**config.mk**
```make
export PLATFORM = sky130hd
export DESIGN_NAME = pid_controller_variable_dt_core
export DESIGN_NICKNAME = d
export VERILOG_FILES = /design/src/rtl/core/pid_pkg.sv /design/src/rtl/core/pid_div.sv /design/src/rtl/core/pid_controller_variable_dt_core.sv
export SDC_FILE = /design/constraint.sdc
export NUM_CORES = 2
export LEC_CHECK = 0
export BUFFER_PORTS_ARGS = -buffer_cell sky130_fd_sc_hd__buf_2
export CORE_MARGIN = 2
export CORE_UTILIZATION = 33
export CTS_BUF_LIST = sky130_fd_sc_hd__clkbuf_4 sky130_fd_sc_hd__clkbuf_8
export DETAILED_ROUTE_END_ITERATION = 10
export PLACE_DENSITY = 0.43
export SLEW_MARGIN = 20
export SYNTH_ARGS = -nofsm -noshare
export SYNTH_HDL_FRONTEND = slang
export SYNTH_SLANG_ARGS = --single-unit
```
**constraint.sdc**
```tcl
create_clock -name clk_i -period 8.57 [get_ports clk_i]
set_input_delay 1.714 -clock clk_i [delete_from_list [all_inputs] [get_ports clk_i]]
set_output_delay 1.714 -clock clk_i [all_outputs]
set_load 0.005 [all_outputs]
```
**src/rtl/core/pid_pkg.sv**
```systemverilog
`timescale 1ns / 1ps
// ----------------------------------------------------------------------------
// pid_pkg
// Shared widths, reset values and register indexes for the PID regulator.
// ----------------------------------------------------------------------------
package pid_pkg;

  // Field and state widths
  localparam int POS_W   = 13;            // sensor position / setpoint
  localparam int DT_W    = 16;            // elapsed time, 2^-20 s units
  localparam int GAIN_W  = 32;            // Q8.24 gains
  localparam int ACC_W   = 48;            // integral accumulator
  localparam int ERR_W   = POS_W + 2;     // signed error
  localparam int EMAG_W  = ERR_W - 1;     // |error|
  localparam int DIFF_W  = ERR_W + 1;     // signed error difference
  localparam int DMAG_W  = DIFF_W - 1;    // |error difference|
  localparam int FRAC_SH = 20;            // derivative scale 2^20
  localparam int QUO_W   = DMAG_W + FRAC_SH;
  localparam int OUT_W   = 32;            // Q16.16 result
  localparam int OUT_SH  = 28;            // 2^-44 down to 2^-16

  // Serial product widths
  localparam int PINT_W  = EMAG_W + DT_W;
  localparam int PE_W    = EMAG_W + GAIN_W;
  localparam int PD_W    = QUO_W + GAIN_W;
  localparam int PI_W    = ACC_W + GAIN_W;

  // Summation width: largest shifted term plus sign and carry headroom
  localparam int SUM_W   = ((PD_W + FRAC_SH) > PI_W ? (PD_W + FRAC_SH) : PI_W) + 3;
  localparam int PE_PAD  = SUM_W - PE_W - FRAC_SH;
  localparam int PD_PAD  = SUM_W - PD_W - FRAC_SH;
  localparam int PI_PAD  = SUM_W - PI_W;

  // Step counter covers the longest serial pass
  localparam int MUL_N   = (QUO_W > ACC_W) ? QUO_W : ACC_W;
  localparam int CNT_W   = $clog2(MUL_N + 1);

  // Stream packing
  localparam int IN_DATA_W  = 32;
  localparam int OUT_DATA_W = 32;

  // Configuration registers
  localparam int CFG_IDX_W = 2;
  localparam int CFG_W     = 32;

  typedef enum logic [CFG_IDX_W-1:0] {
    CFG_TARGET = 2'd0,
    CFG_KP     = 2'd1,
    CFG_KI     = 2'd2,
    CFG_KD     = 2'd3
  } cfg_idx_e;

  localparam logic [POS_W-1:0]  TARGET_RST = POS_W'(3500);
  localparam logic [GAIN_W-1:0] KP_RST     = GAIN_W'(654311);
  localparam logic [GAIN_W-1:0] KI_RST     = GAIN_W'(3738922);
  localparam logic [GAIN_W-1:0] KD_RST     = GAIN_W'(28626);

endpackage

```
**src/rtl/core/pid_div.sv**
```systemverilog
`timescale 1ns / 1ps
// ----------------------------------------------------------------------------
// pid_div
// Bit-serial restoring divider for the derivative term: (|diff| << 20) / dt,
// one quotient bit per cycle.
// ----------------------------------------------------------------------------
module pid_div (
  input  logic                        clk_i,
  input  logic                        rst_ni,
  input  logic                        start_i,
  input  logic [pid_pkg::DMAG_W-1:0]  dmag_i,
  input  logic [pid_pkg::DT_W-1:0]    divisor_i,
  output logic                        done_o,
  output logic [pid_pkg::QUO_W-1:0]   quot_o
);

  logic                        busy_q, busy_d;
  logic                        done_q, done_d;
  logic [pid_pkg::CNT_W-1:0]   cnt_q, cnt_d;
  logic [pid_pkg::DT_W-1:0]    rem_q, rem_d;
  logic [pid_pkg::DT_W-1:0]    div_q, div_d;
  logic [pid_pkg::QUO_W-1:0]   quo_q, quo_d;
  logic [pid_pkg::DT_W:0]      trial;

  // One restoring step: shift in next dividend bit, try subtract
  always_comb begin
    busy_d = busy_q;
    done_d = 1'b0;
    cnt_d  = cnt_q;
    rem_d  = rem_q;
    div_d  = div_q;
    quo_d  = quo_q;
    trial  = {rem_q, quo_q[pid_pkg::QUO_W-1]} - {1'b0, div_q};
    if (start_i) begin
      busy_d = 1'b1;
      cnt_d  = '0;
      rem_d  = '0;
      div_d  = divisor_i;
      quo_d  = {dmag_i, {pid_pkg::FRAC_SH{1'b0}}};
    end else if (busy_q) begin
      if (!trial[pid_pkg::DT_W]) begin
        rem_d = trial[pid_pkg::DT_W-1:0];
      end else begin
        rem_d = {rem_q[pid_pkg::DT_W-2:0], quo_q[pid_pkg::QUO_W-1]};
      end
      quo_d = {quo_q[pid_pkg::QUO_W-2:0], ~trial[pid_pkg::DT_W]};
      cnt_d = cnt_q + 1'b1;
      if (cnt_q == pid_pkg::CNT_W'(pid_pkg::QUO_W - 1)) begin
        busy_d = 1'b0;
        done_d = 1'b1;
      end
    end
  end

  always_ff @(posedge clk_i or negedge rst_ni) begin
    if (!rst_ni) begin
      busy_q <= 1'b0;
      done_q <= 1'b0;
      cnt_q  <= '0;
    end else begin
      busy_q <= busy_d;
      done_q <= done_d;
      cnt_q  <= cnt_d;
    end
  end

  // Datapath, no reset needed
  always_ff @(posedge clk_i) begin
    rem_q <= rem_d;
    div_q <= div_d;
    quo_q <= quo_d;
  end

  assign done_o = done_q;
  assign quot_o = quo_q;

endmodule

```
**src/rtl/core/pid_controller_variable_dt_core.sv**
```systemverilog
`timescale 1ns / 1ps
// ----------------------------------------------------------------------------
// pid_controller_variable_dt_core
// Parallel-form PID regulator with variable step time, bit-serial datapath.
// ----------------------------------------------------------------------------
// A control step (tuser 0) runs from input beat to result beat through the
// bit-serial divider that forms the derivative (one quotient bit per cycle,
// error * dt formed alongside), the saturating integral update and operand
// load, three bit-serial gain multipliers running side by side (paced by the
// 48-bit integral), signed summation and clipping.
// One step is worked on at a time; input is taken again once the result
// sits in the output register, even if that beat has not yet been taken.
// A clear request (tuser 1) zeroes previous error and integral in its
// accept cycle and gives no result beat. Output is Q16.16 with a flag that
// marks clipping of the output or the integral in that step.
// ----------------------------------------------------------------------------
module pid_controller_variable_dt_core (
  input  logic                             clk_i,
  input  logic                             rst_ni,
  // input stream
  input  logic                             s_axis_tvalid,
  output logic                             s_axis_tready,
  input  logic [pid_pkg::IN_DATA_W-1:0]    s_axis_tdata,  // [12:0] position, [28:13] delta_time
  input  logic                             s_axis_tuser,  // [0] func
  // result stream
  output logic                             m_axis_tvalid,
  input  logic                             m_axis_tready,
  output logic [pid_pkg::OUT_DATA_W-1:0]   m_axis_tdata,  // [31:0] control_value
  output logic                             m_axis_tuser,  // [0] output_saturated
  // configuration write port
  input  logic                             cfg_we_i,
  input  logic [pid_pkg::CFG_IDX_W-1:0]    cfg_idx_i,
  input  logic [pid_pkg::CFG_W-1:0]        cfg_wdata_i
);

  typedef enum logic [3:0] {
    ST_IDLE, ST_DIV, ST_INTEG, ST_LOAD, ST_MUL,
    ST_SUM_E, ST_SUM_D, ST_SUM_I, ST_OUT
  } state_e;

  // Configuration
  logic [pid_pkg::POS_W-1:0]   target_q;
  logic [pid_pkg::GAIN_W-1:0]  kp_q, ki_q, kd_q;

  // Control and state
  state_e                      state_q, state_d;
  logic [pid_pkg::CNT_W-1:0]   cnt_q, cnt_d;
  logic [pid_pkg::ERR_W-1:0]   prev_err_q, prev_err_d;
  logic [pid_pkg::ACC_W-1:0]   integ_q, integ_d;
  logic                        sat_q, sat_d;
  logic                        out_valid_q, out_valid_d;
  logic [pid_pkg::OUT_W-1:0]   out_data_q, out_data_d;
  logic                        out_sat_q, out_sat_d;

  // Datapath
  logic [pid_pkg::ERR_W-1:0]   err_q, err_d;
  logic                        dneg_q, dneg_d;
  logic [pid_pkg::DT_W-1:0]    dt_q, dt_d;
  logic [pid_pkg::PINT_W-1:0]  pint_q, pint_d;
  logic [pid_pkg::PE_W-1:0]    pe_q, pe_d;
  logic [pid_pkg::PD_W-1:0]    pd_q, pd_d;
  logic [pid_pkg::PI_W-1:0]    pi_q, pi_d;
  logic [pid_pkg::SUM_W-1:0]   acc_q, acc_d;

  // Combinational helpers
  logic                        in_fire;
  logic                        step_req;
  logic [pid_pkg::POS_W-1:0]   in_pos;
  logic [pid_pkg::DT_W-1:0]    in_dt;
  logic [pid_pkg::ERR_W-1:0]   err_new;
  logic [pid_pkg::ERR_W-1:0]   err_abs_new;
  logic [pid_pkg::DIFF_W-1:0]  diff;
  logic [pid_pkg::DIFF_W-1:0]  diff_abs;
  logic [pid_pkg::DT_W-1:0]    divisor;
  logic                        div_done;
  logic [pid_pkg::QUO_W-1:0]   quot;
  logic [pid_pkg::ERR_W-1:0]   err_abs;
  logic [pid_pkg::ACC_W:0]     prod_ext;
  logic [pid_pkg::ACC_W:0]     integ_sum;
  logic [pid_pkg::ACC_W-1:0]   integ_abs;
  logic [pid_pkg::DT_W:0]      pint_add;
  logic [pid_pkg::GAIN_W:0]    pe_add, pd_add, pi_add;
  logic [pid_pkg::SUM_W-1:0]   sum_op;
  logic                        sum_neg;
  logic [pid_pkg::SUM_W-1:0]   sum_base;
  logic [pid_pkg::SUM_W-pid_pkg::OUT_W-pid_pkg::OUT_SH:0] acc_top;
  logic                        acc_fits;

  assign in_pos   = s_axis_tdata[pid_pkg::POS_W-1:0];
  assign in_dt    = s_axis_tdata[pid_pkg::POS_W +: pid_pkg::DT_W];
  assign s_axis_tready = (state_q == ST_IDLE);
  assign in_fire  = s_axis_tvalid && s_axis_tready;
  assign step_req = in_fire && !s_axis_tuser;

  // Error, difference and divisor at accept
  assign err_new     = pid_pkg::ERR_W'({2'b00, in_pos}) - pid_pkg::ERR_W'({2'b00, target_q});
  assign err_abs_new = err_new[pid_pkg::ERR_W-1] ? (~err_new + 1'b1) : err_new;
  assign diff        = {err_new[pid_pkg::ERR_W-1], err_new}
                     - {prev_err_q[pid_pkg::ERR_W-1], prev_err_q};
  assign diff_abs    = diff[pid_pkg::DIFF_W-1] ? (~diff + 1'b1) : diff;
  assign divisor     = (in_dt == '0) ? pid_pkg::DT_W'(1) : in_dt;

  pid_div u_div (
    .clk_i     (clk_i),
    .rst_ni    (rst_ni),
    .start_i   (step_req),
    .dmag_i    (diff_abs[pid_pkg::DMAG_W-1:0]),
    .divisor_i (divisor),
    .done_o    (div_done),
    .quot_o    (quot)
  );

  // Configuration writes
  always_ff @(posedge clk_i or negedge rst_ni) begin
    if (!rst_ni) begin
      target_q <= pid_pkg::TARGET_RST;
      kp_q     <= pid_pkg::KP_RST;
      ki_q     <= pid_pkg::KI_RST;
      kd_q     <= pid_pkg::KD_RST;
    end else if (cfg_we_i) begin
      case (cfg_idx_i)
        pid_pkg::CFG_TARGET: target_q <= cfg_wdata_i[pid_pkg::POS_W-1:0];
        pid_pkg::CFG_KP:     kp_q     <= cfg_wdata_i[pid_pkg::GAIN_W-1:0];
        pid_pkg::CFG_KI:     ki_q     <= cfg_wdata_i[pid_pkg::GAIN_W-1:0];
        pid_pkg::CFG_KD:     kd_q     <= cfg_wdata_i[pid_pkg::GAIN_W-1:0];
        default: ;
      endcase
    end
  end

  // Serial multiplier steps: add multiplicand (gain, or dt) into upper half on LSB, shift right
  assign err_abs  = err_q[pid_pkg::ERR_W-1] ? (~err_q + 1'b1) : err_q;
  assign pint_add = {1'b0, pint_q[pid_pkg::PINT_W-1:pid_pkg::EMAG_W]}
                  + (pint_q[0] ? {1'b0, dt_q} : '0);
  assign pe_add   = {1'b0, pe_q[pid_pkg::PE_W-1:pid_pkg::EMAG_W]}
                  + (pe_q[0] ? {1'b0, kp_q} : '0);
  assign pd_add   = {1'b0, pd_q[pid_pkg::PD_W-1:pid_pkg::QUO_W]}
                  + (pd_q[0] ? {1'b0, kd_q} : '0);
  assign pi_add   = {1'b0, pi_q[pid_pkg::PI_W-1:pid_pkg::ACC_W]}
                  + (pi_q[0] ? {1'b0, ki_q} : '0);

  // Saturating integral update
  always_comb begin
    prod_ext = {{(pid_pkg::ACC_W + 1 - pid_pkg::PINT_W){1'b0}}, pint_q};
    if (err_q[pid_pkg::ERR_W-1]) begin
      prod_ext = ~prod_ext + 1'b1;
    end
    integ_sum = {integ_q[pid_pkg::ACC_W-1], integ_q} + prod_ext;
  end

  assign integ_abs = integ_q[pid_pkg::ACC_W-1] ? (~integ_q + 1'b1) : integ_q;

  // Summation operand select
  always_comb begin
    sum_op   = '0;
    sum_neg  = 1'b0;
    sum_base = acc_q;
    case (state_q)
      ST_SUM_E: begin
        sum_op   = {{pid_pkg::PE_PAD{1'b0}}, pe_q, {pid_pkg::FRAC_SH{1'b0}}};
        sum_neg  = err_q[pid_pkg::ERR_W-1];
        sum_base = '0;
      end
      ST_SUM_D: begin
        sum_op  = {{pid_pkg::PD_PAD{1'b0}}, pd_q, {pid_pkg::FRAC_SH{1'b0}}};
        sum_neg = dneg_q;
      end
      ST_SUM_I: begin
        sum_op  = {{pid_pkg::PI_PAD{1'b0}}, pi_q};
        sum_neg = integ_q[pid_pkg::ACC_W-1];
      end
      default: ;
    endcase
  end

  // Output clip: result fits when all bits above it match its sign
  assign acc_top  = acc_q[pid_pkg::SUM_W-1:pid_pkg::OUT_SH+pid_pkg::OUT_W-1];
  assign acc_fits = (&acc_top) || !(|acc_top);

  // Sequencer
  always_comb begin
    state_d     = state_q;
    cnt_d       = cnt_q;
    prev_err_d  = prev_err_q;
    integ_d     = integ_q;
    sat_d       = sat_q;
    out_valid_d = out_valid_q;
    out_data_d  = out_data_q;
    out_sat_d   = out_sat_q;
    err_d       = err_q;
    dneg_d      = dneg_q;
    dt_d        = dt_q;
    pint_d      = pint_q;
    pe_d        = pe_q;
    pd_d        = pd_q;
    pi_d        = pi_q;
    acc_d       = acc_q;

    if (m_axis_tready) begin
      out_valid_d = 1'b0;
    end

    case (state_q)
      ST_IDLE: begin
        if (in_fire) begin
          if (s_axis_tuser) begin
            prev_err_d = '0;
            integ_d    = '0;
          end else begin
            err_d      = err_new;
            prev_err_d = err_new;
            dneg_d     = diff[pid_pkg::DIFF_W-1];
            dt_d       = in_dt;
            pint_d     = {{pid_pkg::DT_W{1'b0}}, err_abs_new[pid_pkg::EMAG_W-1:0]};
            cnt_d      = '0;
            state_d    = ST_DIV;
          end
        end
      end
      ST_DIV: begin
        // error * dt runs alongside the divide
        if (cnt_q < pid_pkg::CNT_W'(pid_pkg::EMAG_W)) begin
          pint_d = {pint_add, pint_q[pid_pkg::EMAG_W-1:1]};
          cnt_d  = cnt_q + 1'b1;
        end
        if (div_done) begin
          state_d = ST_INTEG;
        end
      end
      ST_INTEG: begin
        if (integ_sum[pid_pkg::ACC_W] != integ_sum[pid_pkg::ACC_W-1]) begin
          integ_d = integ_sum[pid_pkg::ACC_W]
                  ? {1'b1, {(pid_pkg::ACC_W-1){1'b0}}}
                  : {1'b0, {(pid_pkg::ACC_W-1){1'b1}}};
          sat_d   = 1'b1;
        end else begin
          integ_d = integ_sum[pid_pkg::ACC_W-1:0];
          sat_d   = 1'b0;
        end
        state_d = ST_LOAD;
      end
      ST_LOAD: begin
        pe_d    = {{pid_pkg::GAIN_W{1'b0}}, err_abs[pid_pkg::EMAG_W-1:0]};
        pd_d    = {{pid_pkg::GAIN_W{1'b0}}, quot};
        pi_d    = {{pid_pkg::GAIN_W{1'b0}}, integ_abs};
        cnt_d   = '0;
        state_d = ST_MUL;
      end
      ST_MUL: begin
        if (cnt_q < pid_pkg::CNT_W'(pid_pkg::EMAG_W)) begin
          pe_d = {pe_add, pe_q[pid_pkg::EMAG_W-1:1]};
        end
        if (cnt_q < pid_pkg::CNT_W'(pid_pkg::QUO_W)) begin
          pd_d = {pd_add, pd_q[pid_pkg::QUO_W-1:1]};
        end
        if (cnt_q < pid_pkg::CNT_W'(pid_pkg::ACC_W)) begin
          pi_d = {pi_add, pi_q[pid_pkg::ACC_W-1:1]};
        end
        cnt_d = cnt_q + 1'b1;
        if (cnt_q == pid_pkg::CNT_W'(pid_pkg::MUL_N - 1)) begin
          state_d = ST_SUM_E;
        end
      end
      ST_SUM_E, ST_SUM_D, ST_SUM_I: begin
        acc_d = sum_base + (sum_neg ? ~sum_op : sum_op)
              + {{(pid_pkg::SUM_W-1){1'b0}}, sum_neg};
        case (state_q)
          ST_SUM_E: state_d = ST_SUM_D;
          ST_SUM_D: state_d = ST_SUM_I;
          default:  state_d = ST_OUT;
        endcase
      end
      ST_OUT: begin
        // hand off once the output register is free or being drained
        if (!out_valid_q || m_axis_tready) begin
          out_valid_d = 1'b1;
          if (acc_fits) begin
            out_data_d = acc_q[pid_pkg::OUT_SH +: pid_pkg::OUT_W];
            out_sat_d  = sat_q;
          end else begin
            out_data_d = acc_q[pid_pkg::SUM_W-1]
                       ? {1'b1, {(pid_pkg::OUT_W-1){1'b0}}}
                       : {1'b0, {(pid_pkg::OUT_W-1){1'b1}}};
            out_sat_d  = 1'b1;
          end
          state_d = ST_IDLE;
        end
      end
      default: state_d = ST_IDLE;
    endcase
  end

  // State and registered outputs
  always_ff @(posedge clk_i or negedge rst_ni) begin
    if (!rst_ni) begin
      state_q     <= ST_IDLE;
      cnt_q       <= '0;
      prev_err_q  <= '0;
      integ_q     <= '0;
      sat_q       <= 1'b0;
      out_valid_q <= 1'b0;
    end else begin
      state_q     <= state_d;
      cnt_q       <= cnt_d;
      prev_err_q  <= prev_err_d;
      integ_q     <= integ_d;
      sat_q       <= sat_d;
      out_valid_q <= out_valid_d;
    end
  end

  // Payload registers
  always_ff @(posedge clk_i) begin
    out_data_q <= out_data_d;
    out_sat_q  <= out_sat_d;
    err_q      <= err_d;
    dneg_q     <= dneg_d;
    dt_q       <= dt_d;
    pint_q     <= pint_d;
    pe_q       <= pe_d;
    pd_q       <= pd_d;
    pi_q       <= pi_d;
    acc_q      <= acc_d;
  end

  assign m_axis_tvalid = out_valid_q;
  assign m_axis_tdata  = out_data_q;
  assign m_axis_tuser  = out_sat_q;

endmodule
```
==> results.json <==
{
  "status": "completed",
  "skew_ps": 36.3,
  "cp_slowest_cell": "or4_1",
  "finalSetupTns_ps": 0,
  "vias": 34397,
  "synth_top_area_share": 0.277,
  "std_cell_rows": 134,
  "syn_avg_cell_area_sq_um": 9.41,
  "cts.hold.buffers_added": 0,
  "cts_tree": "built",
  "synth-seq-cells": 635,
  "first_pass_iters": 5,
  "criticalPathCategory": "reg2reg",
  "die_h_um": 370,
  "synth_xor_area_frac": 0.0873,
  "clock-sinks": 635,
  "synth_cells": 4700,
  "rrSetupSlack_ps": 1410,
  "yosys.area_share.simple": 0.165,
  "worstSetupStartpointType": "flip-flop",
  "utilization": 0.368,
  "synth_adder_area_share": 0.0891,
  "async_reset_ff_frac": 0.301,
  "path_cells": "or4_1 > nor4_1 > nand3_1 > or2_2 > or3_1 > or2_2 > o41a_1 > ha_1 > a21o_1 > o21bai_1 > a211oi_1 > o31ai_1 > a21o_1 > a31o_2 > a41o_1 > a31oi_1 > xnor2_2 > xnor2_1 > and3_1 > buf_4 > a221o_1",
  "regToRegEndpoint": "integ_q[43]",
  "synth_top_family_by_area": "compound AO/OA/AOI/OAI gates",
  "hold_violations": 0,
  "fin_crit_ps": 7160,
  "crit_path_end": "integ_q[43]",
  "grt_first_pass_wirelength_mm": 203,
  "combPwrFrac": 0.566,
  "ant_nets": 0,
  "nets": 5109,
  "yosysUniqueCellTypes": 84,
  "grt-ovfl-total": 0,
  "post-dp-hpwl_mm": 98.6,
  "synthFlopType": "edfxtp_1",
  "dp_slack_ps": 1520,
  "synth_compound_area_frac": 0.175,
  "clkPwrFrac": 0.149,
  "cpPeakStageDelay_ps": 610,
  "ios": 107,
  "area_growth_pct": 11.0,
  "switching_share": 0.458,
  "worstPathArrival_ps": 7920,
  "cp.required_ps": 9320,
  "synth_edf_count": 408,
  "timing.rr.start": "pint_q[12]",
  "drt_iter0_markers": 2719,
  "vias_per_cell": 5.21,
  "synth_area_leaders": "edfxtp_1 28%, ha_1 8.5%, dfrtp_1 8.4%",
  "cts_resized": 0,
  "finalWorstSetupSlack_ps": 1410,
  "grt_util_all_layers": 0.191,
  "p_seq_frac": 0.285,
  "synth_commonest_cells": "449 x nand2_1, 427 x nor2_1, 408 x edfxtp_1",
  "reg2reg_depth": 21,
  "max_freq_mhz": 140,
  "yosysWarnings": 0,
  "p_leak_nw": 20.1,
  "vdd_ir_drop_max_uv": 191,
  "coreArea_sq_um": 133000,
  "slew_violations": 0,
  "synth_largest_area_cell": "edfxtp_1",
  "cap_violations": 0,
  "dieArea_sq_um": 137000,
  "rsz0062_at_grt": "false",
  "wl_per_cell_um": 20.0,
  "start_util": 0.332,
  "power_density_nw_per_um2": 436,
  "drt_wl_total_mm": 132,
  "relSlewSlack": 0.245,
  "yosysMostFrequentCell": "nand2_1",
  "p_switching_mw": 9.80,
  "drc": 0,
  "syn_area_sq_um": 44200,
  "worstPathMaxFanout": 34,
  "clk_pin_slew_worst_paths_ps": 60,
  "finalSetupViolCount": 0,
  "gp_congestion": 0.843,
  "yosysSeqAreaShare": 0.403,
  "ctsLongestPathBuffers": 3,
  "startpoint": "pint_q[12]",
  "synth_nets": 5080,
  "end_kind": "flip-flop",
  "layout-drive-gt1-share": 0.127,
  "cts_setup_buffers": 0,
  "internal_power_mw": 11.6,
  "hold_path_class": "reg2reg",
  "fin_crit_sh": 0.836,
  "cts_root_buf": "clkbuf_8",
  "htree_num_levels": 3,
  "cts_inserted_buffers": 121,
  "antenna_found_initial": 8,
  "clock_latency_ps": 840,
  "grt_pass1_vias": 33383,
  "portBuffers": 103,
  "grt_max_degree": 98,
  "synthMuxAreaShare": 0.0457,
  "worst_pin_slew_ps": 1130,
  "die_x_um": 370
}
## worst min path at each step
stage	slack, ps	start	end	cells after the start
6_report	480	prev_err_q[11]	prev_err_q[11]	2
5_1_grt	500	state_q[0]	state_q[0]	1
4_1_cts	480	state_q[0]	state_q[0]	1
3_5_place_dp	470	prev_err_q[11]	prev_err_q[11]	2
3_3_place_gp	470	state_q[0]	state_q[0]	1
2_1_floorplan	450	u_div.done_o	state_q[0]	1
## stage by stage
stage               instances  total power, mW  hold WS, ps  area, sq um
finish                   6604             21.4          484        49100
global route             6603             23.3          503        49100
CTS                      6601             21.6          483        49100
detailed placement       6373             18.2          472        46500
global placement         6373             18.3          467        46500
floorplan                4700             14.9          446        44200
## logic make-up after synthesis
logic type                 count (synthesis)
and+or+nand+nor                         1534
buffers and inverters                    409
xor gates and xnor gates                 440
AOI/OAI and AO/OA                       1188
adders and majority gates                310
muxes                                    184
DFF                                      635
## metal layers
layer,GRT usage,part of all wire
met5,0,0.000068
met4,0.0472,0.018
met1,0.295,0.53
met2,0.275,0.41
met3,0.0258,0.042
## power by group through the flow
stage / combinational (mW) / clock (mW) / sequential (mW)
3_5_place_dp: 12.1 / 0 / 6.15
3_3_place_gp: 12.1 / 0 / 6.13
4_1_cts: 12.1 / 3.32 / 6.10
2_1_floorplan: 9.23 / 0 / 5.69
6_report: 12.1 / 3.19 / 6.10
5_1_grt: 13.6 / 3.45 / 6.25
## final cells by class
| type | count | area [sq um] |
|---|---|---|
| clock inverters | 31 | 206 |
| diodes | 2 | 5.00 |
| clock buffers | 197 | 2350 |
| inverters | 167 | 627 |
| fillers | 13675 | 84200 |
| repair buffers | 148 | 867 |
| multi-input cells | 3656 | 25000 |
| flip-flops and latches | 635 | 17800 |
| well taps | 1768 | 2210 |
## state kept, by name, summed over array words and instances, names as in the netlist, 13 cells and up
| name | flops |
|---|---|
| acc_q | 90 |
| pi_q | 80 |
| pd_q | 67 |
| integ_q | 48 |
| pe_q | 46 |
| u_div.quot_o | 35 |
| kd_q | 32 |
| ki_q | 32 |
| kp_q | 32 |
| m_axis_tdata | 32 |
| pint_q | 30 |
| dt_q | 16 |
| u_div.div_q | 16 |
| u_div.rem_q | 16 |
| err_q | 14 |
| prev_err_q | 14 |
| target_q | 13 |
## layout by cell type, fill, tap and decap left out, drive strengths merged, types with 60 or more instances in the layout
master / count
a21oi: 317
nor3: 80
buf: 148
ha: 299
clkbuf: 197
nand3: 74
nand2: 449
edfxtp: 408
mux2: 145
o21ai: 301
inv: 172
dfrtp: 149
nor2: 427
a21o: 127
a22oi: 60
xnor2: 272
and2: 209
xor2: 168
## critical path: cells and delay by family (launching register included)
| kind | cells | cell delay, ps |
|---|---|---|
| AND/OR/NAND/NOR | 7 | 2850 |
| AO/OA/AOI/OAI | 10 | 2310 |
| XOR/XNOR | 2 | 620 |
| buffers and inverters | 1 | 470 |
| flip-flops | 1 | 440 |
| adder cells (fa/ha/maj) | 1 | 370 |
Power figures use the tool's default switching activity.
